<file path="config.mk">
export PLATFORM = sky130hd
export DESIGN_NAME = mvcc_row_version_manager
export DESIGN_NICKNAME = d
export VERILOG_FILES = /design/src/rtl/core/mvcc_pkg.sv /design/src/rtl/core/mvcc_ctrl.sv /design/src/rtl/core/mvcc_dp.sv /design/src/rtl/core/mvcc_row_version_manager.sv
export VERILOG_INCLUDE_DIRS = /design/src /design/src/rtl/core
export SDC_FILE = /design/constraint.sdc
export NUM_CORES = 1
export LEC_CHECK = 0
export BUFFER_PORTS_ARGS = -buffer_cell sky130_fd_sc_hd__buf_4
export CORE_UTILIZATION = 43
export CTS_BUF_LIST = sky130_fd_sc_hd__clkbuf_4 sky130_fd_sc_hd__clkbuf_8
export DETAILED_ROUTE_END_ITERATION = 10
export GPL_ROUTABILITY_DRIVEN = 0
export PLACE_DENSITY_LB_ADDON = 0.2
export SLEW_MARGIN = 30
export SYNTH_ARGS = -nofsm -noshare
export SYNTH_HDL_FRONTEND = slang
export SYNTH_HIERARCHICAL = 1
export SYNTH_SLANG_ARGS = --single-unit
</file>
<file path="constraint.sdc">
create_clock -name i_clk -period 13.16 [get_ports i_clk]
set_clock_uncertainty 0.2 [all_clocks]
set_input_delay 1.974 -clock i_clk [delete_from_list [all_inputs] [get_ports i_clk]]
set_output_delay 1.974 -clock i_clk [all_outputs]
set_load 0.03 [all_outputs]
</file>
<file path="src/rtl/core/mvcc_row_version_manager_defines.svh">
// assertion helpers for the row version manager
`ifndef MVCC_ROW_VERSION_MANAGER_DEFINES_SVH
`define MVCC_ROW_VERSION_MANAGER_DEFINES_SVH

// same-cycle implication, checked outside reset
`define MVCC_ASSERT_SAME(label, ante, cons, msg) \
    label: assert property (@(posedge i_clk) disable iff (!i_rst_n) (ante) |-> (cons)) \
        else $error(msg);

// next-cycle implication, checked outside reset
`define MVCC_ASSERT_NEXT(label, ante, cons, msg) \
    label: assert property (@(posedge i_clk) disable iff (!i_rst_n) (ante) |=> (cons)) \
        else $error(msg);

`endif

</file>
<file path="src/rtl/core/mvcc_pkg.sv">
`default_nettype none
package mvcc_pkg;

    // fixed field widths
    localparam int STAMP_W           = 63;
    localparam int MODE_W            = 2;
    localparam int SLOT_W            = 3;
    localparam int HISTORY_SLOTS_DEF = 8;

    // operation codes
    localparam logic [MODE_W-1:0] MODE_READ   = 2'd0;
    localparam logic [MODE_W-1:0] MODE_WRITE  = 2'd1;
    localparam logic [MODE_W-1:0] MODE_COMMIT = 2'd2;
    localparam logic [MODE_W-1:0] MODE_ABORT  = 2'd3;

    // input word
    typedef struct packed {
        logic [MODE_W-1:0]  mode;
        logic [STAMP_W-1:0] txn_ts;
    } t_in_word;

    // result word
    typedef struct packed {
        logic              aborted;
        logic              from_history;
        logic [SLOT_W-1:0] slot_index;
    } t_out_word;

    // controller to datapath
    typedef struct packed {
        logic load;
        logic step;
        logic finish;
    } t_ctrl_cmd;

    // datapath to controller
    typedef struct packed {
        logic need_scan;
        logic scan_last;
    } t_dp_status;

endpackage
`default_nettype wire

</file>
<file path="src/rtl/core/mvcc_ctrl.sv">
`default_nettype none
module mvcc_ctrl
    import mvcc_pkg::*;
(
    input  wire logic       i_clk,
    input  wire logic       i_rst_n,
    input  wire logic       start,
    output logic            busy,
    input  wire t_dp_status i_status,
    output t_ctrl_cmd       o_cmd
);

    localparam logic [1:0] ST_IDLE   = 2'd0;
    localparam logic [1:0] ST_DECIDE = 2'd1;
    localparam logic [1:0] ST_SCAN   = 2'd2;

    logic [1:0] r_state;
    logic [1:0] n_state;

    assign busy = (r_state != ST_IDLE);

    // next state and datapath commands
    always_comb begin
        n_state = r_state;
        o_cmd   = '0;
        unique case (r_state)
            ST_IDLE: begin
                if (start) begin
                    o_cmd.load = 1'b1;
                    n_state    = ST_DECIDE;
                end
            end
            ST_DECIDE: begin
                if (i_status.need_scan) begin
                    n_state = ST_SCAN;
                end else begin
                    o_cmd.finish = 1'b1;
                    n_state      = ST_IDLE;
                end
            end
            ST_SCAN: begin
                o_cmd.step = 1'b1;
                if (i_status.scan_last) begin
                    o_cmd.finish = 1'b1;
                    n_state      = ST_IDLE;
                end
            end
            default: begin
                n_state = ST_IDLE;
            end
        endcase
    end

    // state register
    always_ff @(posedge i_clk) begin
        if (!i_rst_n) begin
            r_state <= ST_IDLE;
        end else begin
            r_state <= n_state;
        end
    end

endmodule
`default_nettype wire

</file>
<file path="src/rtl/core/mvcc_dp.sv">
`default_nettype none
module mvcc_dp
    import mvcc_pkg::*;
#(
    parameter int HISTORY_SLOTS = HISTORY_SLOTS_DEF
) (
    input  wire logic      i_clk,
    input  wire logic      i_rst_n,
    input  wire t_in_word  i_cmd_word,
    input  wire t_ctrl_cmd i_cmd,
    output t_dp_status     o_status,
    output logic           o_done,
    output t_out_word      o_result
);

    localparam int IDXW = $clog2(HISTORY_SLOTS);
    localparam logic [IDXW-1:0] LAST_IDX = IDXW'(HISTORY_SLOTS - 1);

    // row version state
    logic [HISTORY_SLOTS-1:0] r_valid, n_valid;
    logic [HISTORY_SLOTS-1:0] r_resv, n_resv;
    logic [STAMP_W-1:0]       r_stamp [HISTORY_SLOTS];
    logic [STAMP_W-1:0]       r_lws, n_lws;
    logic                     r_lat_hist, n_lat_hist;
    logic [IDXW-1:0]          r_lat_slot, n_lat_slot;
    logic                     r_pend, n_pend;
    logic [IDXW-1:0]          r_pend_slot, n_pend_slot;
    logic [STAMP_W-1:0]       r_hrs, n_hrs;

    // current operation and scan state
    logic [MODE_W-1:0]  r_mode;
    logic [STAMP_W-1:0] r_ts;
    logic [IDXW-1:0]    r_idx;
    logic [STAMP_W-1:0] r_best;
    logic               r_found;
    logic [IDXW-1:0]    r_fslot;

    // result register
    logic      r_done;
    t_out_word r_res, n_res;

    logic                     read_new;
    logic                     late;
    logic [HISTORY_SLOTS-1:0] free_vec;
    logic                     has_free;
    logic [IDXW-1:0]          free_idx;
    logic [STAMP_W-1:0]       cur_stamp;
    logic                     cand;
    logic                     take;
    logic                     s_found;
    logic [IDXW-1:0]          s_slot;
    logic                     stamp_we;
    logic [IDXW-1:0]          stamp_waddr;
    logic [IDXW-1:0]          out_slot;
    logic [IDXW+SLOT_W-1:0]   out_slot_ext;

    // operation classification
    assign read_new = (r_ts > r_lws);
    assign late     = (r_ts < r_lws) || (r_ts < r_hrs) || r_pend;
    assign free_vec = ~(r_valid | r_resv);
    assign has_free = |free_vec;

    // lowest free slot
    always_comb begin
        free_idx = '0;
        for (int i = HISTORY_SLOTS - 1; i >= 0; i--) begin
            if (free_vec[i]) begin
                free_idx = IDXW'(i);
            end
        end
    end

    assign o_status.need_scan = ((r_mode == MODE_READ) && !read_new) ||
                                ((r_mode == MODE_WRITE) && !late && !has_free);
    assign o_status.scan_last = (r_idx == LAST_IDX);

    // one slot per scan step: history search for reads, oldest victim for writes
    assign cur_stamp = r_stamp[r_idx];
    always_comb begin
        if (r_mode == MODE_READ) begin
            cand = r_valid[r_idx] && (cur_stamp < r_ts) && (cur_stamp > r_best);
        end else begin
            cand = r_valid[r_idx] && !r_resv[r_idx] &&
                   !(r_lat_hist && (r_lat_slot == r_idx)) &&
                   (!r_found || (cur_stamp < r_best));
        end
    end
    assign take    = i_cmd.step && cand;
    assign s_found = r_found || take;
    assign s_slot  = take ? r_idx : r_fslot;

    // outcome of the operation
    always_comb begin
        n_valid     = r_valid;
        n_resv      = r_resv;
        n_lws       = r_lws;
        n_lat_hist  = r_lat_hist;
        n_lat_slot  = r_lat_slot;
        n_pend      = r_pend;
        n_pend_slot = r_pend_slot;
        n_hrs       = r_hrs;
        n_res       = '0;
        out_slot    = '0;
        stamp_we    = 1'b0;
        stamp_waddr = has_free ? free_idx : s_slot;
        if (i_cmd.finish) begin
            unique case (r_mode)
                MODE_READ: begin
                    if (read_new) begin
                        n_res.from_history = r_lat_hist;
                        out_slot           = r_lat_hist ? r_lat_slot : '0;
                        if (r_ts > r_hrs) begin
                            n_hrs = r_ts;
                        end
                    end else begin
                        n_res.from_history = s_found;
                        out_slot           = s_found ? s_slot : '0;
                    end
                end
                MODE_WRITE: begin
                    if (late || (!has_free && !s_found)) begin
                        n_res.aborted = 1'b1;
                    end else begin
                        stamp_we             = 1'b1;
                        n_valid[stamp_waddr] = 1'b0;
                        n_resv[stamp_waddr]  = 1'b1;
                        n_pend               = 1'b1;
                        n_pend_slot          = stamp_waddr;
                        out_slot             = stamp_waddr;
                    end
                end
                MODE_COMMIT: begin
                    if (r_pend) begin
                        n_valid[r_pend_slot] = 1'b1;
                        n_resv[r_pend_slot]  = 1'b0;
                        n_lws                = r_ts;
                        n_lat_hist           = 1'b1;
                        n_lat_slot           = r_pend_slot;
                        n_pend               = 1'b0;
                        out_slot             = r_pend_slot;
                    end
                end
                MODE_ABORT: begin
                    if (r_pend) begin
                        n_valid[r_pend_slot] = 1'b0;
                        n_resv[r_pend_slot]  = 1'b0;
                        n_pend               = 1'b0;
                        out_slot             = r_pend_slot;
                    end
                end
                default: begin
                    n_res = '0;
                end
            endcase
        end
        out_slot_ext     = {{SLOT_W{1'b0}}, out_slot};
        n_res.slot_index = out_slot_ext[SLOT_W-1:0];
    end

    // control state
    always_ff @(posedge i_clk) begin
        if (!i_rst_n) begin
            r_valid     <= '0;
            r_resv      <= '0;
            r_lws       <= '0;
            r_lat_hist  <= 1'b0;
            r_lat_slot  <= '0;
            r_pend      <= 1'b0;
            r_pend_slot <= '0;
            r_hrs       <= '0;
            r_done      <= 1'b0;
        end else begin
            r_valid     <= n_valid;
            r_resv      <= n_resv;
            r_lws       <= n_lws;
            r_lat_hist  <= n_lat_hist;
            r_lat_slot  <= n_lat_slot;
            r_pend      <= n_pend;
            r_pend_slot <= n_pend_slot;
            r_hrs       <= n_hrs;
            r_done      <= i_cmd.finish;
        end
    end

    // slot stamps, written on reservation
    always_ff @(posedge i_clk) begin
        if (stamp_we) begin
            r_stamp[stamp_waddr] <= r_ts;
        end
    end

    // operation capture and scan registers
    always_ff @(posedge i_clk) begin
        if (i_cmd.load) begin
            r_mode  <= i_cmd_word.mode;
            r_ts    <= i_cmd_word.txn_ts;
            r_idx   <= '0;
            r_best  <= '0;
            r_found <= 1'b0;
            r_fslot <= '0;
        end else if (i_cmd.step) begin
            r_idx <= r_idx + 1'b1;
            if (take) begin
                r_best  <= cur_stamp;
                r_found <= 1'b1;
                r_fslot <= r_idx;
            end
        end
        if (i_cmd.finish) begin
            r_res <= n_res;
        end
    end

    assign o_done   = r_done;
    assign o_result = r_res;

endmodule
`default_nettype wire

</file>
<file path="src/rtl/core/mvcc_row_version_manager.sv">
// Row version manager: keeps the version history of one row under
// multiversion timestamp ordering.
// Command channel: present i_cmd (mode, txn_ts) with start high; the word is
// taken at a rising edge where start is high and busy is low.
// Result channel: o_result is valid for exactly one cycle while o_done is
// high; the receiver has no way to stall it and must take it then.
// Sequencing: commits, aborts, reads served the latest version and writes
// that find a free slot or are refused early pass from accept through the
// decide state to o_done. Reads of history and writes that must evict walk
// the slot stamps one slot per cycle through a single compare unit, in the
// scan state after the decide state. busy drops in the cycle o_done is high,
// so the next word may be taken at the edge that ends the result cycle.
// Reset (synchronous, active low): all slots free, latest version is the
// original row, no pending write, both timestamp marks zero.
`default_nettype none
`include "mvcc_row_version_manager_defines.svh"
module mvcc_row_version_manager
    import mvcc_pkg::*;
#(
    parameter int HISTORY_SLOTS = HISTORY_SLOTS_DEF
) (
    input  wire logic     i_clk,
    input  wire logic     i_rst_n,
    input  wire logic     start,
    output logic          busy,
    input  wire t_in_word i_cmd,
    output logic          o_done,
    output t_out_word     o_result
);

    t_ctrl_cmd  s_cmd;
    t_dp_status s_status;

    // sequencer
    mvcc_ctrl u_ctrl (
        .i_clk    (i_clk),
        .i_rst_n  (i_rst_n),
        .start    (start),
        .busy     (busy),
        .i_status (s_status),
        .o_cmd    (s_cmd)
    );

    // version state and compare unit
    mvcc_dp #(
        .HISTORY_SLOTS (HISTORY_SLOTS)
    ) u_dp (
        .i_clk      (i_clk),
        .i_rst_n    (i_rst_n),
        .i_cmd_word (i_cmd),
        .i_cmd      (s_cmd),
        .o_status   (s_status),
        .o_done     (o_done),
        .o_result   (o_result)
    );

    // checks
    `MVCC_ASSERT_NEXT(a_accept_busy, start && !busy, busy, "accepted word did not raise busy")
    `MVCC_ASSERT_SAME(a_done_idle, o_done, !busy, "result strobe while still busy")
    `MVCC_ASSERT_NEXT(a_finish_done, s_cmd.finish, o_done, "finished operation gave no result")
    `MVCC_ASSERT_SAME(a_abort_clean, o_done && o_result.aborted,
        !o_result.from_history && (o_result.slot_index == '0), "refused write carries a slot")

endmodule
`default_nettype wire
</file>
==> results.sh <==
export IMPL_drive_above_1_share_pct=20.06
export IMPL_synth_edf_count=574
export IMPL_ant_nets=0
export IMPL_cts_hold_buf=0
export IMPL_tritoncts="yes"
export IMPL_cts_setup_buffers=0
export IMPL_first_iter_violations=1340
export IMPL_fill_cells=7060
export IMPL_synth_cells=2643
export IMPL_critical_path_most_common_cell="buf_4"
export IMPL_fin_nets=3123
export IMPL_post_cts_resized=0
export IMPL_pre_cts_slack_ns=4.830
export IMPL_die_w_um=291.6
export IMPL_final_common_cell="edfxtp_1"
export IMPL_clock_power_share_pct=43.4
export IMPL_slowest_delay_ns=0.76
export IMPL_synth_nets=2969
export IMPL_numCtsBuffers=140
export IMPL_ys_seq_area_share_pct=60.35
export IMPL_cp_max_fo=45
export IMPL_ys_seq_elements=800
export IMPL_crit_path_top_delay_cell="buf_4"
export IMPL_async_reset_ff_share_pct=0
export IMPL_setup_viol=0
export IMPL_core_area_mm2=0.08250
export IMPL_maxSlewViolCount=0
export IMPL_worst_slew_pin_slew_ns=1.017
export IMPL_io_pins=75
export IMPL_cts_root_buffer="clkbuf_8"
export IMPL_drtPass1Iterations=5
export IMPL_grt_pass1_wl_mm=132.2
export IMPL_area_growth_pct=13.37
export IMPL_ctsLongestPathBuffers=3
export IMPL_syn_area_mm2=0.03606
export IMPL_grt_setup_unrepaired="no"
export IMPL_drc=0
export IMPL_finalHoldViolations=0
export IMPL_finalCriticalPeriod_ns=8.154
export IMPL_worstSkewPairLatency_ns=0.80
export IMPL_die_h_um=291.6
export IMPL_yosysTopAreaCellShare_pct=47.81
export IMPL_cellLeakagePower_nw=14.47
export IMPL_start_util_pct=43.70
export IMPL_irDropWorstVdd_mv=0.09236
export IMPL_crit_chain="buf_4, mux4_2, mux2_2, ha_1, nand4_1, nor3_1, o221ai_1, a311oi_2, nor4b_1, o31ai_2, a31oi_2, a2111oi_4, or3b_1, nor2_4, buf_4"
export IMPL_drt_wl_total_mm=85.41
export IMPL_cts_sinks=800
export IMPL_outcome="complete, no violations"
export IMPL_internal_power_mw=4.192
export IMPL_grt_pass1_vias=22880
export IMPL_p_per_area_mw_per_mm2=132.9
export IMPL_grt_max_degree=75
export IMPL_relSlewSlack_pct=31.51
export IMPL_dieArea_mm2=0.08501
export IMPL_p_sw_share_pct=22.83
export IMPL_wl_per_cell_um=21.43
export IMPL_ys_flop_type="edfxtp_1"
export IMPL_worst_slack_ns=5.006
export IMPL_htreeDepth=4
export IMPL_combPwrFrac_pct=4.9
export IMPL_synth_area_top_cells="edfxtp_1, dfxtp_1, ha_1, mux4_2, mux2i_1"
export IMPL_fmax_ghz=0.1226
export IMPL_arrival_ns=8.36
export IMPL_layout_common_cells="edfxtp_1, inv_1, ha_1, dfxtp_1, nand2_1"
export IMPL_grt_antenna_before_repair=3
export IMPL_synth_cell_types=73
export IMPL_period_share_pct=61.96
export IMPL_synth_area_per_cell_um2=13.64
export IMPL_track_usage_pct=20.51
export IMPL_drv_cap=0
export IMPL_critPathKind="reg2reg"
export IMPL_ys_warnings_count=6
export IMPL_worstHoldPathType="reg2reg"
export IMPL_power_frac_seq_pct=51.7
export IMPL_vias_per_cell=5.411
export IMPL_gr_total_overflow=0
export IMPL_cts_clk_slew_worst_paths_ns=0.06
export IMPL_num_vias=21570
export IMPL_critPathLaunchType="register"
export IMPL_synth_top_cell_by_area="edfxtp_1"
export IMPL_cp_required_ns=13.37
export IMPL_tns_ns=0
export IMPL_p_sw_mw=1.240
export IMPL_cp_end_kind="register"
export IMPL_portBuffers=74
export IMPL_hpwlAfterDp_mm=52.76
export IMPL_core_rowCount=105
## metal layers
layer	vias up	share of wire, %	global-route usage, %
li1	10160	-	-
met1	10770	44	26.96
met2	481	48	33.75
met3	154	5.1	4.004
met4	4	2.6	7.458
met5	-	0.027	0
## power by group through the flow
stage	Combinational (mW)	Clock, mW	Sequential, mW
finish	0.265	2.36	2.81
global route	0.301	2.54	2.82
CTS	0.269	2.43	2.81
detailed placement	0.267	0	2.86
global placement	0.260	0	2.86
floorplan	0.172	0	2.83
## cells in the mapped netlist (5+ instances only)
| library cell | n |
|---|---|
| ha_1 | 258 |
| a21oi_1 | 162 |
| o22ai_1 | 6 |
| o21ai_0 | 36 |
| a211oi_1 | 14 |
| nand2_1 | 197 |
| o21a_1 | 15 |
| nand3_1 | 26 |
| nor4_1 | 5 |
| edfxtp_1 | 574 |
| mux2i_1 | 133 |
| buf_2 | 8 |
| nand2b_1 | 10 |
| a31oi_1 | 13 |
| nor3_1 | 18 |
| a221oi_1 | 5 |
| nor2_1 | 187 |
| clkbuf_1 | 72 |
| mux4_2 | 130 |
| buf_1 | 15 |
| o211ai_1 | 9 |
| mux2_2 | 64 |
| a21o_1 | 44 |
| a31o_2 | 5 |
| o211a_1 | 7 |
| dfxtp_1 | 226 |
| nand4_1 | 52 |
| inv_1 | 268 |
## area by class of cell
type                       instances  area (um^2)  area share (%)
multi-input combinational       1476        12990           31.77
sequential                       800        21770           53.26
tap                             1070         1339           3.275
antenna                            5        12.51         0.03061
clock inverter                    47        417.9           1.022
inverter                         269         1012           2.476
clock buffer                     209         2495           6.104
timing repair buffer             110        842.1           2.060
## state kept, by name, indices dropped and copies added (netlist names), 3 cells and up, named ones only
name              count
u_dp/r_fslot          3
u_dp/r_resv           8
u_dp/r_idx            3
u_dp/r_best          63
u_dp/r_pend_slot      3
u_dp/r_valid          8
u_dp/r_hrs           63
u_dp/r_stamp        504
u_dp/r_lws           63
u_dp/r_ts            63
u_dp/r_lat_slot       3
u_dp/o_result         5
## metrics by stage
| stage | hold WS, ns | area [um^2] | power [mW] | util [%] | instances |
|---|---|---|---|---|---|
| finish | 0.2530 | 40880 | 5.432 | 49.54 | 3986 |
| floorplan | 0.2363 | 36060 | 3.006 | - | 2643 |
| global placement | 0.2414 | 37930 | 3.121 | 45.98 | 3725 |
| CTS | 0.2549 | 40850 | 5.512 | 49.51 | 3981 |
| detailed placement | 0.2467 | 37940 | 3.131 | 45.98 | 3725 |
| global route | 0.2670 | 40880 | 5.654 | 49.54 | 3986 |
## worst max-delay path: cells and delay by family (launching register included)
kind,cells,cell delay (ns)
simple gates,5,2.02
buf+inv,2,1.42
compound gates,5,2.18
mux,2,0.91
flops,1,0.62
fa+ha+maj,1,0.33
## logic make-up after synthesis
family | share of synthesized area, %
fa+ha+maj | 8.953
mux | 13.81
compound gates | 6.420
buf+inv | 3.890
simple gates | 6.475
xor+xnor | 0.09715
flops | 60.35
## path summary, 6_finish.rpt
kind / endpoint / start / cells after the start / slack [ns]
max: u_dp/r_stamp[4][32]$_DFFE_PP_ / register / 15 / 5.01
min: u_dp/r_lws[48]$_SDFFE_PN0P_ / u_dp/r_lws[48]$_SDFFE_PN0P_ / 2 / 0.25
max reg2reg: u_dp/r_stamp[4][32]$_DFFE_PP_ / register / 15 / 5.01
min reg2reg: u_dp/r_lws[48]$_SDFFE_PN0P_ / u_dp/r_lws[48]$_SDFFE_PN0P_ / 2 / 0.25
Power figures use the tool's default switching activity.
